==> src/rtl/sst_pkg.sv <==
// Shared types, codes and sizes for the source switch state tracker.
// No dependencies.
package sst_pkg;

    localparam int PENDING_DEPTH = 8;
    localparam int ID_BITS       = 16;
    localparam int GROUP_ID_BITS = 16;
    // compared ID bits: the port carries GROUP_ID_BITS, higher bits read as zero
    localparam int KEY_BITS = (ID_BITS < GROUP_ID_BITS) ? ID_BITS : GROUP_ID_BITS;
    localparam int POLL_BITS  = 8;
    localparam int STATE_BITS = 3;
    localparam int FUNC_BITS  = 2;
    localparam int CMD_BITS   = 2;

    localparam logic [FUNC_BITS-1:0] FN_SWITCH = 2'd0;
    localparam logic [FUNC_BITS-1:0] FN_QUERY  = 2'd1;
    localparam logic [FUNC_BITS-1:0] FN_RESP   = 2'd2;

    localparam logic [STATE_BITS-1:0] DS_UNDEFINED = 3'd0;
    localparam logic [STATE_BITS-1:0] DS_IDLE      = 3'd1;
    localparam logic [STATE_BITS-1:0] DS_BUSY      = 3'd2;
    localparam logic [STATE_BITS-1:0] DS_ERR_SW    = 3'd3;
    localparam logic [STATE_BITS-1:0] DS_ERR_POLL  = 3'd4;

    localparam logic [CMD_BITS-1:0] PC_NONE  = 2'd0;
    localparam logic [CMD_BITS-1:0] PC_START = 2'd1;
    localparam logic [CMD_BITS-1:0] PC_STOP  = 2'd2;

    // controller -> datapath
    typedef struct packed {
        logic load;   // capture the input transaction
        logic look;   // register table match / free vectors
        logic apply;  // update tables and state, load the result register
    } sst_cmd_t;

    function automatic logic is_err_state(input logic [STATE_BITS-1:0] s);
        return (s == DS_ERR_SW) || (s == DS_ERR_POLL);
    endfunction

endpackage

==> src/rtl/source_switch_state_tracker.sv <==
// Top level of the source switch state tracker.
// Depends on sst_pkg, sst_ctrl and sst_datapath.
//
// Usage
//   Input channel s_*: one event transaction per handshake (s_valid & s_ready):
//   switch start, state-query start or response, with its group ID and the
//   response pass flag. Result channel m_*: exactly one result transaction per
//   input, in order, carrying the device state after the event, whether it
//   changed, the poller command, the error flag and the table-full flag.
//   cfg_we / cfg_wdata write the clean-poll count used after a switch; write
//   it only while no transaction is in flight.
// Timing
//   The sequencer holds one transaction at a time: capture, table compare (all
//   entries in parallel), then state update, which loads the result register
//   and raises m_valid. A new input is taken in the update cycle, so the next
//   transaction is captured while the last one is applied.
// Reset (aresetn, synchronous, active low)
//   Both pending tables empty, state undefined, countdown and poll count zero.
// Back-pressure
//   A result waits in the output register while m_ready is low; the next input
//   may be accepted and looked up, but its update stalls until the result
//   register is free, and s_ready stays low meanwhile.
module source_switch_state_tracker (
    input  logic                                aclk,
    input  logic                                aresetn,
    input  logic                                s_valid,
    output logic                                s_ready,
    input  logic [sst_pkg::FUNC_BITS-1:0]       s_func,
    input  logic [sst_pkg::GROUP_ID_BITS-1:0]   s_group_id,
    input  logic                                s_passed_all,
    output logic                                m_valid,
    input  logic                                m_ready,
    output logic [sst_pkg::STATE_BITS-1:0]      m_cur_state,
    output logic                                m_state_changed,
    output logic [sst_pkg::CMD_BITS-1:0]        m_poll_command,
    output logic                                m_is_error,
    output logic                                m_table_full,
    input  logic                                cfg_we,
    input  logic [sst_pkg::POLL_BITS-1:0]       cfg_wdata
);
    import sst_pkg::*;

    sst_cmd_t cmd;

    // sequencing and handshakes
    sst_ctrl u_ctrl (
        .aclk    (aclk),
        .aresetn (aresetn),
        .s_valid (s_valid),
        .s_ready (s_ready),
        .m_valid (m_valid),
        .m_ready (m_ready),
        .cmd     (cmd)
    );

    // tables, state and result register
    sst_datapath u_dp (
        .aclk              (aclk),
        .aresetn           (aresetn),
        .cmd               (cmd),
        .in_func           (s_func),
        .in_group_id       (s_group_id),
        .in_passed_all     (s_passed_all),
        .cfg_we            (cfg_we),
        .cfg_wdata         (cfg_wdata),
        .out_cur_state     (m_cur_state),
        .out_state_changed (m_state_changed),
        .out_poll_command  (m_poll_command),
        .out_is_error      (m_is_error),
        .out_table_full    (m_table_full)
    );

endmodule

==> src/rtl/sst_ctrl.sv <==
// Sequencer for the source switch state tracker: capture, look-up, apply.
// Depends on sst_pkg.
module sst_ctrl (
    input  logic              aclk,
    input  logic              aresetn,
    input  logic              s_valid,
    output logic              s_ready,
    output logic              m_valid,
    input  logic              m_ready,
    output sst_pkg::sst_cmd_t cmd
);
    import sst_pkg::*;

    localparam logic [1:0] ST_IDLE  = 2'd0;
    localparam logic [1:0] ST_LOOK  = 2'd1;
    localparam logic [1:0] ST_APPLY = 2'd2;

    logic [1:0] state_reg, state_next;
    logic       mvalid_reg, mvalid_next;
    logic       out_free, accept, apply_go;

    assign out_free = !mvalid_reg || m_ready;
    assign apply_go = (state_reg == ST_APPLY) && out_free;
    assign s_ready  = (state_reg == ST_IDLE) || apply_go;
    assign accept   = s_valid && s_ready;
    assign m_valid  = mvalid_reg;

    assign cmd.load  = accept;
    assign cmd.look  = (state_reg == ST_LOOK);
    assign cmd.apply = apply_go;

    always_comb begin
        state_next = state_reg;
        case (state_reg)
            ST_IDLE: begin
                if (accept) state_next = ST_LOOK;
            end
            ST_LOOK: begin
                state_next = ST_APPLY;
            end
            ST_APPLY: begin
                if (apply_go) state_next = accept ? ST_LOOK : ST_IDLE;
            end
            default: begin
                state_next = ST_IDLE;
            end
        endcase
    end

    always_comb begin
        mvalid_next = mvalid_reg;
        if (apply_go)     mvalid_next = 1'b1;
        else if (m_ready) mvalid_next = 1'b0;
    end

    always_ff @(posedge aclk) begin
        if (!aresetn) begin
            state_reg  <= ST_IDLE;
            mvalid_reg <= 1'b0;
        end else begin
            state_reg  <= state_next;
            mvalid_reg <= mvalid_next;
        end
    end

endmodule

==> src/rtl/sst_datapath.sv <==
// Datapath: pending-ID tables, device state, poll countdown, result register.
// Depends on sst_pkg.
module sst_datapath (
    input  logic                                aclk,
    input  logic                                aresetn,
    input  sst_pkg::sst_cmd_t                   cmd,
    input  logic [sst_pkg::FUNC_BITS-1:0]       in_func,
    input  logic [sst_pkg::GROUP_ID_BITS-1:0]   in_group_id,
    input  logic                                in_passed_all,
    input  logic                                cfg_we,
    input  logic [sst_pkg::POLL_BITS-1:0]       cfg_wdata,
    output logic [sst_pkg::STATE_BITS-1:0]      out_cur_state,
    output logic                                out_state_changed,
    output logic [sst_pkg::CMD_BITS-1:0]        out_poll_command,
    output logic                                out_is_error,
    output logic                                out_table_full
);
    import sst_pkg::*;

    // captured transaction
    logic [FUNC_BITS-1:0] func_reg;
    logic [KEY_BITS-1:0]  id_reg;
    logic                 pass_reg;

    // tables
    logic [PENDING_DEPTH-1:0] sw_valid_reg, sw_valid_next;
    logic [PENDING_DEPTH-1:0] q_valid_reg, q_valid_next;
    logic [KEY_BITS-1:0]      sw_id_reg [PENDING_DEPTH];
    logic [KEY_BITS-1:0]      q_id_reg  [PENDING_DEPTH];
    logic [PENDING_DEPTH-1:0] sw_wr, q_wr;

    // look-up results
    logic [PENDING_DEPTH-1:0] sw_match, q_match, sw_inv, q_inv;
    logic [PENDING_DEPTH-1:0] sw_match_reg, q_match_reg, sw_free_reg, q_free_reg;

    logic [POLL_BITS-1:0]  poll_cfg_reg;
    logic [STATE_BITS-1:0] state_reg, state_next;
    logic [POLL_BITS-1:0]  cd_reg, cd_next;
    logic                  chg, full;
    logic [CMD_BITS-1:0]   pcmd;

    always_ff @(posedge aclk) begin
        if (cmd.load) begin
            func_reg <= in_func;
            id_reg   <= in_group_id[KEY_BITS-1:0];
            pass_reg <= in_passed_all;
        end
    end

    genvar gi;
    generate
        for (gi = 0; gi < PENDING_DEPTH; gi++) begin : g_cmp
            assign sw_match[gi] = sw_valid_reg[gi] && (sw_id_reg[gi] == id_reg);
            assign q_match[gi]  = q_valid_reg[gi]  && (q_id_reg[gi]  == id_reg);

            always_ff @(posedge aclk) begin
                if (sw_wr[gi]) sw_id_reg[gi] <= id_reg;
                if (q_wr[gi])  q_id_reg[gi]  <= id_reg;
            end
        end
    endgenerate

    assign sw_inv = ~sw_valid_reg;
    assign q_inv  = ~q_valid_reg;

    // registered match vectors, and the lowest free slot as a one-hot vector
    always_ff @(posedge aclk) begin
        if (cmd.look) begin
            sw_match_reg <= sw_match;
            q_match_reg  <= q_match;
            sw_free_reg  <= sw_inv & (~sw_inv + PENDING_DEPTH'(1));
            q_free_reg   <= q_inv  & (~q_inv  + PENDING_DEPTH'(1));
        end
    end

    always_comb begin
        sw_valid_next = sw_valid_reg;
        q_valid_next  = q_valid_reg;
        sw_wr         = '0;
        q_wr          = '0;
        state_next    = state_reg;
        cd_next       = cd_reg;
        chg           = 1'b0;
        pcmd          = PC_NONE;
        full          = 1'b0;
        case (func_reg)
            FN_SWITCH: begin
                if (sw_match_reg == '0) begin
                    if (sw_free_reg == '0) full = 1'b1;
                    else                   sw_wr = sw_free_reg;
                end
                if (state_next != DS_BUSY) begin
                    state_next = DS_BUSY;
                    chg        = 1'b1;
                    pcmd       = PC_START;
                end
            end
            FN_QUERY: begin
                if (q_match_reg == '0) begin
                    if (q_free_reg == '0) full = 1'b1;
                    else                  q_wr = q_free_reg;
                end
            end
            FN_RESP: begin
                // switch rule
                sw_valid_next = sw_valid_reg & ~sw_match_reg;
                if (sw_match_reg != '0) begin
                    if (!pass_reg && !is_err_state(state_next)) begin
                        state_next = DS_ERR_SW;
                        chg        = 1'b1;
                        pcmd       = PC_STOP;
                    end else if (state_next == DS_BUSY) begin
                        if (poll_cfg_reg != '0) begin
                            cd_next = poll_cfg_reg;
                            pcmd    = PC_START;
                        end else begin
                            state_next = DS_IDLE;
                            chg        = 1'b1;
                            pcmd       = PC_START;
                        end
                    end
                end
                // query rule, on the state the switch rule left
                q_valid_next = q_valid_reg & ~q_match_reg;
                if (q_match_reg != '0) begin
                    if (cd_next != '0) begin
                        cd_next = cd_next - POLL_BITS'(1);
                        if (!pass_reg && !is_err_state(state_next)) begin
                            if (state_next != DS_ERR_SW) begin
                                state_next = DS_ERR_SW;
                                chg        = 1'b1;
                                pcmd       = PC_STOP;
                            end
                            cd_next = '0;
                        end else if (cd_next == '0) begin
                            if (state_next != DS_IDLE) begin
                                state_next = DS_IDLE;
                                chg        = 1'b1;
                                pcmd       = PC_START;
                            end
                        end
                    end else if (!pass_reg && !is_err_state(state_next)) begin
                        state_next = DS_ERR_POLL;
                        chg        = 1'b1;
                        pcmd       = PC_STOP;
                    end else if (state_next == DS_UNDEFINED) begin
                        state_next = DS_IDLE;
                        chg        = 1'b1;
                        pcmd       = PC_START;
                    end
                end
            end
            default: begin
                // unused code: nothing changes
            end
        endcase
        if (!cmd.apply) begin
            sw_wr = '0;
            q_wr  = '0;
        end
    end

    always_ff @(posedge aclk) begin
        if (!aresetn) begin
            sw_valid_reg <= '0;
            q_valid_reg  <= '0;
            state_reg    <= DS_UNDEFINED;
            cd_reg       <= '0;
            poll_cfg_reg <= '0;
        end else begin
            if (cfg_we) poll_cfg_reg <= cfg_wdata;
            if (cmd.apply) begin
                sw_valid_reg <= sw_valid_next | sw_wr;
                q_valid_reg  <= q_valid_next | q_wr;
                state_reg    <= state_next;
                cd_reg       <= cd_next;
            end
        end
    end

    always_ff @(posedge aclk) begin
        if (cmd.apply) begin
            out_cur_state     <= state_next;
            out_state_changed <= chg;
            out_poll_command  <= pcmd;
            out_is_error      <= is_err_state(state_next);
            out_table_full    <= full;
        end
    end

endmodule

==> config.mk <==
export PLATFORM = sky130hd
export DESIGN_NAME = source_switch_state_tracker
export DESIGN_NICKNAME = d
export VERILOG_FILES = /design/src/rtl/sst_pkg.sv /design/src/rtl/source_switch_state_tracker.sv /design/src/rtl/sst_ctrl.sv /design/src/rtl/sst_datapath.sv
export SDC_FILE = /design/constraint.sdc
export NUM_CORES = 1
export LEC_CHECK = 0
export ABC_AREA = 1
export BUFFER_PORTS_ARGS = -buffer_cell sky130_fd_sc_hd__buf_2
export CORE_UTILIZATION = 60
export DETAILED_ROUTE_END_ITERATION = 8
export GPL_TIMING_DRIVEN = 0
export PLACE_DENSITY = 0.81
export SLEW_MARGIN = 10
export SYNTH_ARGS = -nofsm -noshare
export SYNTH_HDL_FRONTEND = slang
export SYNTH_SLANG_ARGS = --single-unit
export TNS_END_PERCENT = 1
==> constraint.sdc <==
create_clock -name aclk -period 6.07 [get_ports aclk]
set_input_delay 0.607 -clock aclk [delete_from_list [all_inputs] [get_ports aclk]]
set_output_delay 0.607 -clock aclk [all_outputs]
set_load 0.05 [all_outputs]
* Yosys cells after proc, flatten, opt, wreduce, memory -nomap -nowiden *
Memory sizes are Yosys's and may differ from the RTL's.
Index checks and enable logic that the tools add are counted.

storage, ports and cells
  register bits after elaboration = 97
  RAM bits = 256
  input bits = 32
  output and inout port bits = 10
  logic and storage cells = 215
  memories kept = 2

memories
  name            depth  width  read ports  clocked after memory_dff  wr ports  line                RTL
  u_dp.q_id_reg   8      16     8           0                         8         sst_datapath.sv:29  logic [KEY_BITS-1:0] q_id_reg [PENDING_DEPTH];
  u_dp.sw_id_reg  8      16     8           0                         8         sst_datapath.sv:28  logic [KEY_BITS-1:0] sw_id_reg [PENDING_DEPTH];

cells by class
  add/subtract/negate cells = 3
  equality and inequality tests = 32
  muxes and demuxes = 103
  bitwise operators = 12
  reduce and logical (&&, ||, !) cells = 44

operators by type and width
  kind                                                 number
  equality test 16 bit                                 16
  2-to-1 mux 8 bit                                     18
  2-to-1 mux 1 bit                                     54
  NOT 8 bit                                            6
  2-to-1 mux 3 bit                                     14
  zero test 8 bit                                      5
  bitwise AND 8 bit                                    4
  nonzero test 8 bit                                   4
  2-to-1 mux 2 bit                                     12
  logical AND 1 bit                                    20
  adder 8 x 1 -> 8 bit, second input constant          2
  OR 8 bit                                             2
  equality test 3 x 2 -> 1 bit, second input constant  4
  equality test 3 bit, second input constant           3
  subtractor 8 x 1 -> 8 bit, second input constant     1
  != test 3 x 2 -> 1 bit, second input constant        2
  case mux 2 bit (3 select lines)                      1
  case mux 3 bit (2 select lines)                      1
  logical OR 1 bit                                     5
  equality test 2 x 1 -> 1 bit, second input constant  2
  equality test 2 bit, second input constant           2
  zero test 1 bit                                      4
  zero test 2 bit                                      2
  != test 2 x 1 -> 1 bit, second input constant        2
  6 further kinds                                      8

* Logic depth before layout (Yosys ltp) *
  depth in word-level cells = 17
  mapped depth = 23
  gate-level depth less buffers = 23

* Cells and area by module *
Synthesis repeated with hierarchy kept, for this count alone.

second synthesis, totals
  cell total of the unflattened synthesis = 1261
  area, all modules = 15087.0 µm²

by module, submodules not included
  module        times used  cells each  area each (µm²)  sequential area each (µm²)
  sst_datapath  1           1238        14921.8          10159.7
  sst_ctrl      1           23          165.2            60.1

* Worst setup path before layout *
No wires, ideal clock.

  path kind = input to register
  start = input m_ready
  end = memory u_dp.q_id_reg[1][16] in the netlist's numbering (enable)
  arrival time = 2285 ps
  slack = 3373 ps
  stages on the path = 5
  cell sequence = nor2_1 inv_1 nand2_1 clkbuf_1 nor3_1

RTL lines
  item                line                               RTL
  start: declaration  source_switch_state_tracker.sv:32  input logic m_ready,
  end: declaration    sst_datapath.sv:29

* Worst setup path in the final report *
  start = register u_dp.id_reg[11]
  end = register u_dp.sw_match_reg[7] (data pin)

between the ends
  cells in the longest elaborated chain, start to end = 2

RTL lines
  item                        line                RTL
  start: declaration          sst_datapath.sv:22  logic [KEY_BITS-1:0] id_reg;
  start signal: assignment    sst_datapath.sv:45  id_reg <= in_group_id[KEY_BITS-1:0];
  equality test 16 bit        sst_datapath.sv:53  assign sw_match[gi] = sw_valid_reg[gi] && (sw_id_reg[gi] == id_reg);
  logical AND 1 bit           sst_datapath.sv:53
  named net u_dp.sw_match[7]  sst_datapath.sv:33  logic [PENDING_DEPTH-1:0] sw_match, q_match, sw_inv, q_inv;
  end signal: assignment      sst_datapath.sv:69  sw_match_reg <= sw_match;
  end: declaration            sst_datapath.sv:34  logic [PENDING_DEPTH-1:0] sw_match_reg, q_match_reg, sw_free_reg, q_free_reg;

The timed path passes the listed nets, and every way through them passes these cells.
A chain may end at the register's enable or synchronous reset.

==> summary.md <==
| Metric | Value |
|---|---|
| Clock skew | `0.0271 ns` |
| Internal power | `0.00401 W` |
| Syn Inst Count | `1246` |
| Ys async rst share | `0%` |
| CP max-delay cell | `edfxtp_1` |
| Setup TNS Final | `0 ns` |
| Critical path fanouts, max | `17` |
| Area grow syn2layout | `13.4%` |
| PnR worst setup slack | `1.92 ns` |
| Diodes inserted | `0` |
| Share of cells above drive strength 1 | `14.1%` |
| Hold Path Stages | `1` |
| RD Place Congestion | `0.938` |
| Clock latency on the worst-skew pair | `0.54 ns` |
| CTS tree | `done` |
| Setup bufs post-CTS | `0` |
| FF/Latch Area | `0.0102 mm2` |
| Hold buffers post-CTS | `0` |
| Number of gates resized after CTS | `0` |
| Req. time, crit path | `6.24 ns` |
| Final Hold Viols | `0` |
| Status | `complete, but fails checks` |
| Hold Crit Class | `in -> reg` |
| Util after Layout | `69.8%` |
| Post-Syn Area | `0.0151 mm2` |
| CP Cell Sequence | `clkbuf_1 > inv_1 > clkbuf_1 > nand2_1 > o21ai_0 > nor4_1 > nand3_1 > a2111oi_0` |
| Worst reg2reg path depth | `8` |
| Post-synthesis area per instance | `12.1 um2` |
| Clock root cell | `clkbuf_16` |
| Pwr dens | `304 mW/mm2` |
| IO Port Bufs | `41` |
| #FFs+latches synth | `353` |
| Total number of vias | `11000` |
| Class of the most critical setup path | `reg -> reg` |
| Worst R2R Start | `u_dp.id_reg[11]$_DFFE_PP_` |
| Worst slack, placed | `2.23 ns` |
| Max-cap violations | `0` |
| Relative slew slack | `22.0%` |
| Crit path launch type | `register` |
| P_sw | `0.00119 W` |
| Leakage | `5.94 nW` |
| Crit share post-route | `68.4%` |
| Vias in the first global route | `11100` |
| Sw frac | `22.9%` |
| Net count after synthesis | `1280` |
| Die width | `161 um` |
| First-pass GRT wire length | `62700 um` |
| Main synth FF type | `edfxtp_1` |
| DRT Wirelength | `41800 um` |
| 1st-iter DRT viols | `1670` |
| Crit. End Element | `register` |
| Worst Hold Path EP | `u_dp.id_reg[3]$_DFFE_PP_` |
| H-tree depth | `2` |
| VDD IR max | `267 uV` |
| Initial antenna violation count | `0` |
| Multi-input logic area | `0.00436 mm2` |
| CTS Buf Count | `37` |
| Combinational power share | `5.5%` |
| GR Util All Layers | `32.9%` |
| Final setup fails | `0` |
| Largest area contributor in the netlist | `edfxtp_1` |
| Share of Yosys cell area claimed by the top area cell type | `62.6%` |
| Worst Tran Pin Value | `1.14 ns` |
| Reg-to-Reg End | `u_dp.sw_match_reg[7]$_DFFE_PN_` |
| Max clock buf depth | `3` |
| Routed wire length per instance | `24.7 um` |
| Count of final max-slew check failures | `0` |
| Vias/cell | `6.49` |
| Count leader, synth | `edfxtp_1` |
| Post-DP HPWL | `26900 um` |
| Core box area | `0.0245 mm2` |
| CTS clk-pin slew, worst paths | `0.06 ns` |
| Top cells by count, synth | `315 x edfxtp_1, 156 x nand2_1, 93 x inv_1` |
| IO Count | `42` |
| Clk pwr share | `42.1%` |
| WP data arrival | `4.33 ns` |
| Nets@finish | `1375` |
| Reg power frac | `52.4%` |
| Yosys warnings | `0` |
| Post-synth EDFFs | `315` |
| Register area share after synthesis | `67.7%` |
| Fmax | `241 MHz` |
| Drt drc | `24` |
| Gr ovfl total | `0` |
| Routed Antenna Nets | `0` |
| CP max stage delay | `1.02 ns` |
| Initial Utilization | `61.6%` |
| Die area | `0.0258 mm2` |
| Yosys cell types | `43` |
| R2R setup slack | `1.92 ns` |
| Hold_sp | `s_group_id[3]` |
| Minimum clock period | `4.15 ns` |
| Pin count of the biggest net entering global routing | `25` |
| Fillers | `1625` |
| Total Power | `0.00521 W` |
| RSZ-0062 raised after global routing | `false` |
| Die Ht | `161 um` |
| Cell mode on critical path | `clkbuf_1` |
| Failing checks | `DRC` |
| Cell Rows | `57` |
| Sink Count | `353` |
| Drt pass-1 iters | `9` |
| Synth top area cells | `edfxtp_1 63%, dfxtp_1 5.0%, nand2_1 3.9%, xor2_1 3.5%, o21ai_0 2.5%` |
==> power groups by stage <==
stage / Sequential (W) / Combinational (W) / Clock [W]
4_1_cts: 0.00273 / 0.000279 / 0.00220
3_5_place_dp: 0.00278 / 0.000275 / 0
3_3_place_gp: 0.00278 / 0.000263 / 0
6_report: 0.00273 / 0.000286 / 0.00219
5_1_grt: 0.00273 / 0.000307 / 0.00229
2_1_floorplan: 0.00275 / 0.000177 / 0
==> cell type report <==
cell class | instances | area share (%)
flip-flops and latches | 353 | 59.7
multi-input cells | 738 | 25.4
clock buffers | 44 | 5.56
inverters | 109 | 2.39
well taps | 324 | 2.37
repair buffers | 56 | 2.24
clock inverters | 24 | 1.24
plain buffers | 46 | 1.10
==> layer usage <==
layer | global-route usage [%] | share of wire, % | vias to the layer above
met4 | 17.7 | 5.9 | 0
met1 | 41.5 | 35 | 5183
met5 | 0.758 | 0 | -
li1 | - | - | 4774
met3 | 7.64 | 13 | 191
met2 | 53.0 | 46 | 842
==> worst max-delay path by stage <==
stage | startpoint | cells past startpoint | slack (ns) | end
3_5_place_dp | u_dp.id_reg[10]$_DFFE_PP_ | 6 | 2.23 | u_dp.sw_match_reg[6]$_DFFE_PN_
6_report | u_dp.id_reg[11]$_DFFE_PP_ | 8 | 1.92 | u_dp.sw_match_reg[7]$_DFFE_PN_
3_3_place_gp | u_dp.q_match_reg[1]$_DFFE_PN_ | 5 | 1.97 | u_dp.q_id_reg[1][12]$_DFFE_PP_
2_1_floorplan | m_ready | 5 | 3.37 | u_dp.q_id_reg[1][16]$_DFFE_PP_
4_1_cts | u_dp.id_reg[10]$_DFFE_PP_ | 6 | 2.13 | u_dp.sw_match_reg[6]$_DFFE_PN_
5_1_grt | u_dp.id_reg[10]$_DFFE_PP_ | 6 | 1.82 | u_dp.sw_match_reg[6]$_DFFE_PN_
==> kinds of logic (layout without fill, tap and decap cells) <==
kind of cell               after synthesis  in the layout  synth area share [%]
adders and majority gates                2              2                 0.166
buffers and inverters                  155            279                  3.95
xor gates and xnor gates                79             79                  4.58
DFF                                    353            353                  67.7
AOI/OAI and AO/OA                      280            280                  12.1
and+or+nand+nor                        377            377                  11.5
==> worst max-delay path: cells and delay by family (launching register included) <==
kind,cells,cell delay [ns]
flip-flops,1,1.02
AO/OA/AOI/OAI,2,1.06
AND/OR/NAND/NOR,3,0.57
buffers and inverters,3,1.14
==> through the flow <==
stage,hold WS [ns],cells,area [um2]
5_1_grt,0.231,1694,17100
4_1_cts,0.233,1694,17100
6_report,0.239,1694,17100
3_3_place_gp,0.460,1611,15700
3_5_place_dp,0.483,1626,16000
2_1_floorplan,0.446,1246,15100
==> cells in the final DEF, fill, tap and decap left out, types with 34 or more instances in the layout <==
| cell | n |
|---|---|
| inv_1 | 93 |
| nor4_1 | 34 |
| dfxtp_1 | 38 |
| a21oi_1 | 45 |
| xor2_1 | 61 |
| buf_2 | 41 |
| clkbuf_1 | 44 |
| clkbuf_16 | 37 |
| a221oi_1 | 41 |
| o21ai_0 | 76 |
| nand3_1 | 40 |
| nand2_1 | 156 |
| nor2_1 | 64 |
| edfxtp_1 | 315 |
| o22ai_1 | 36 |
Power figures use the tool's default switching activity.
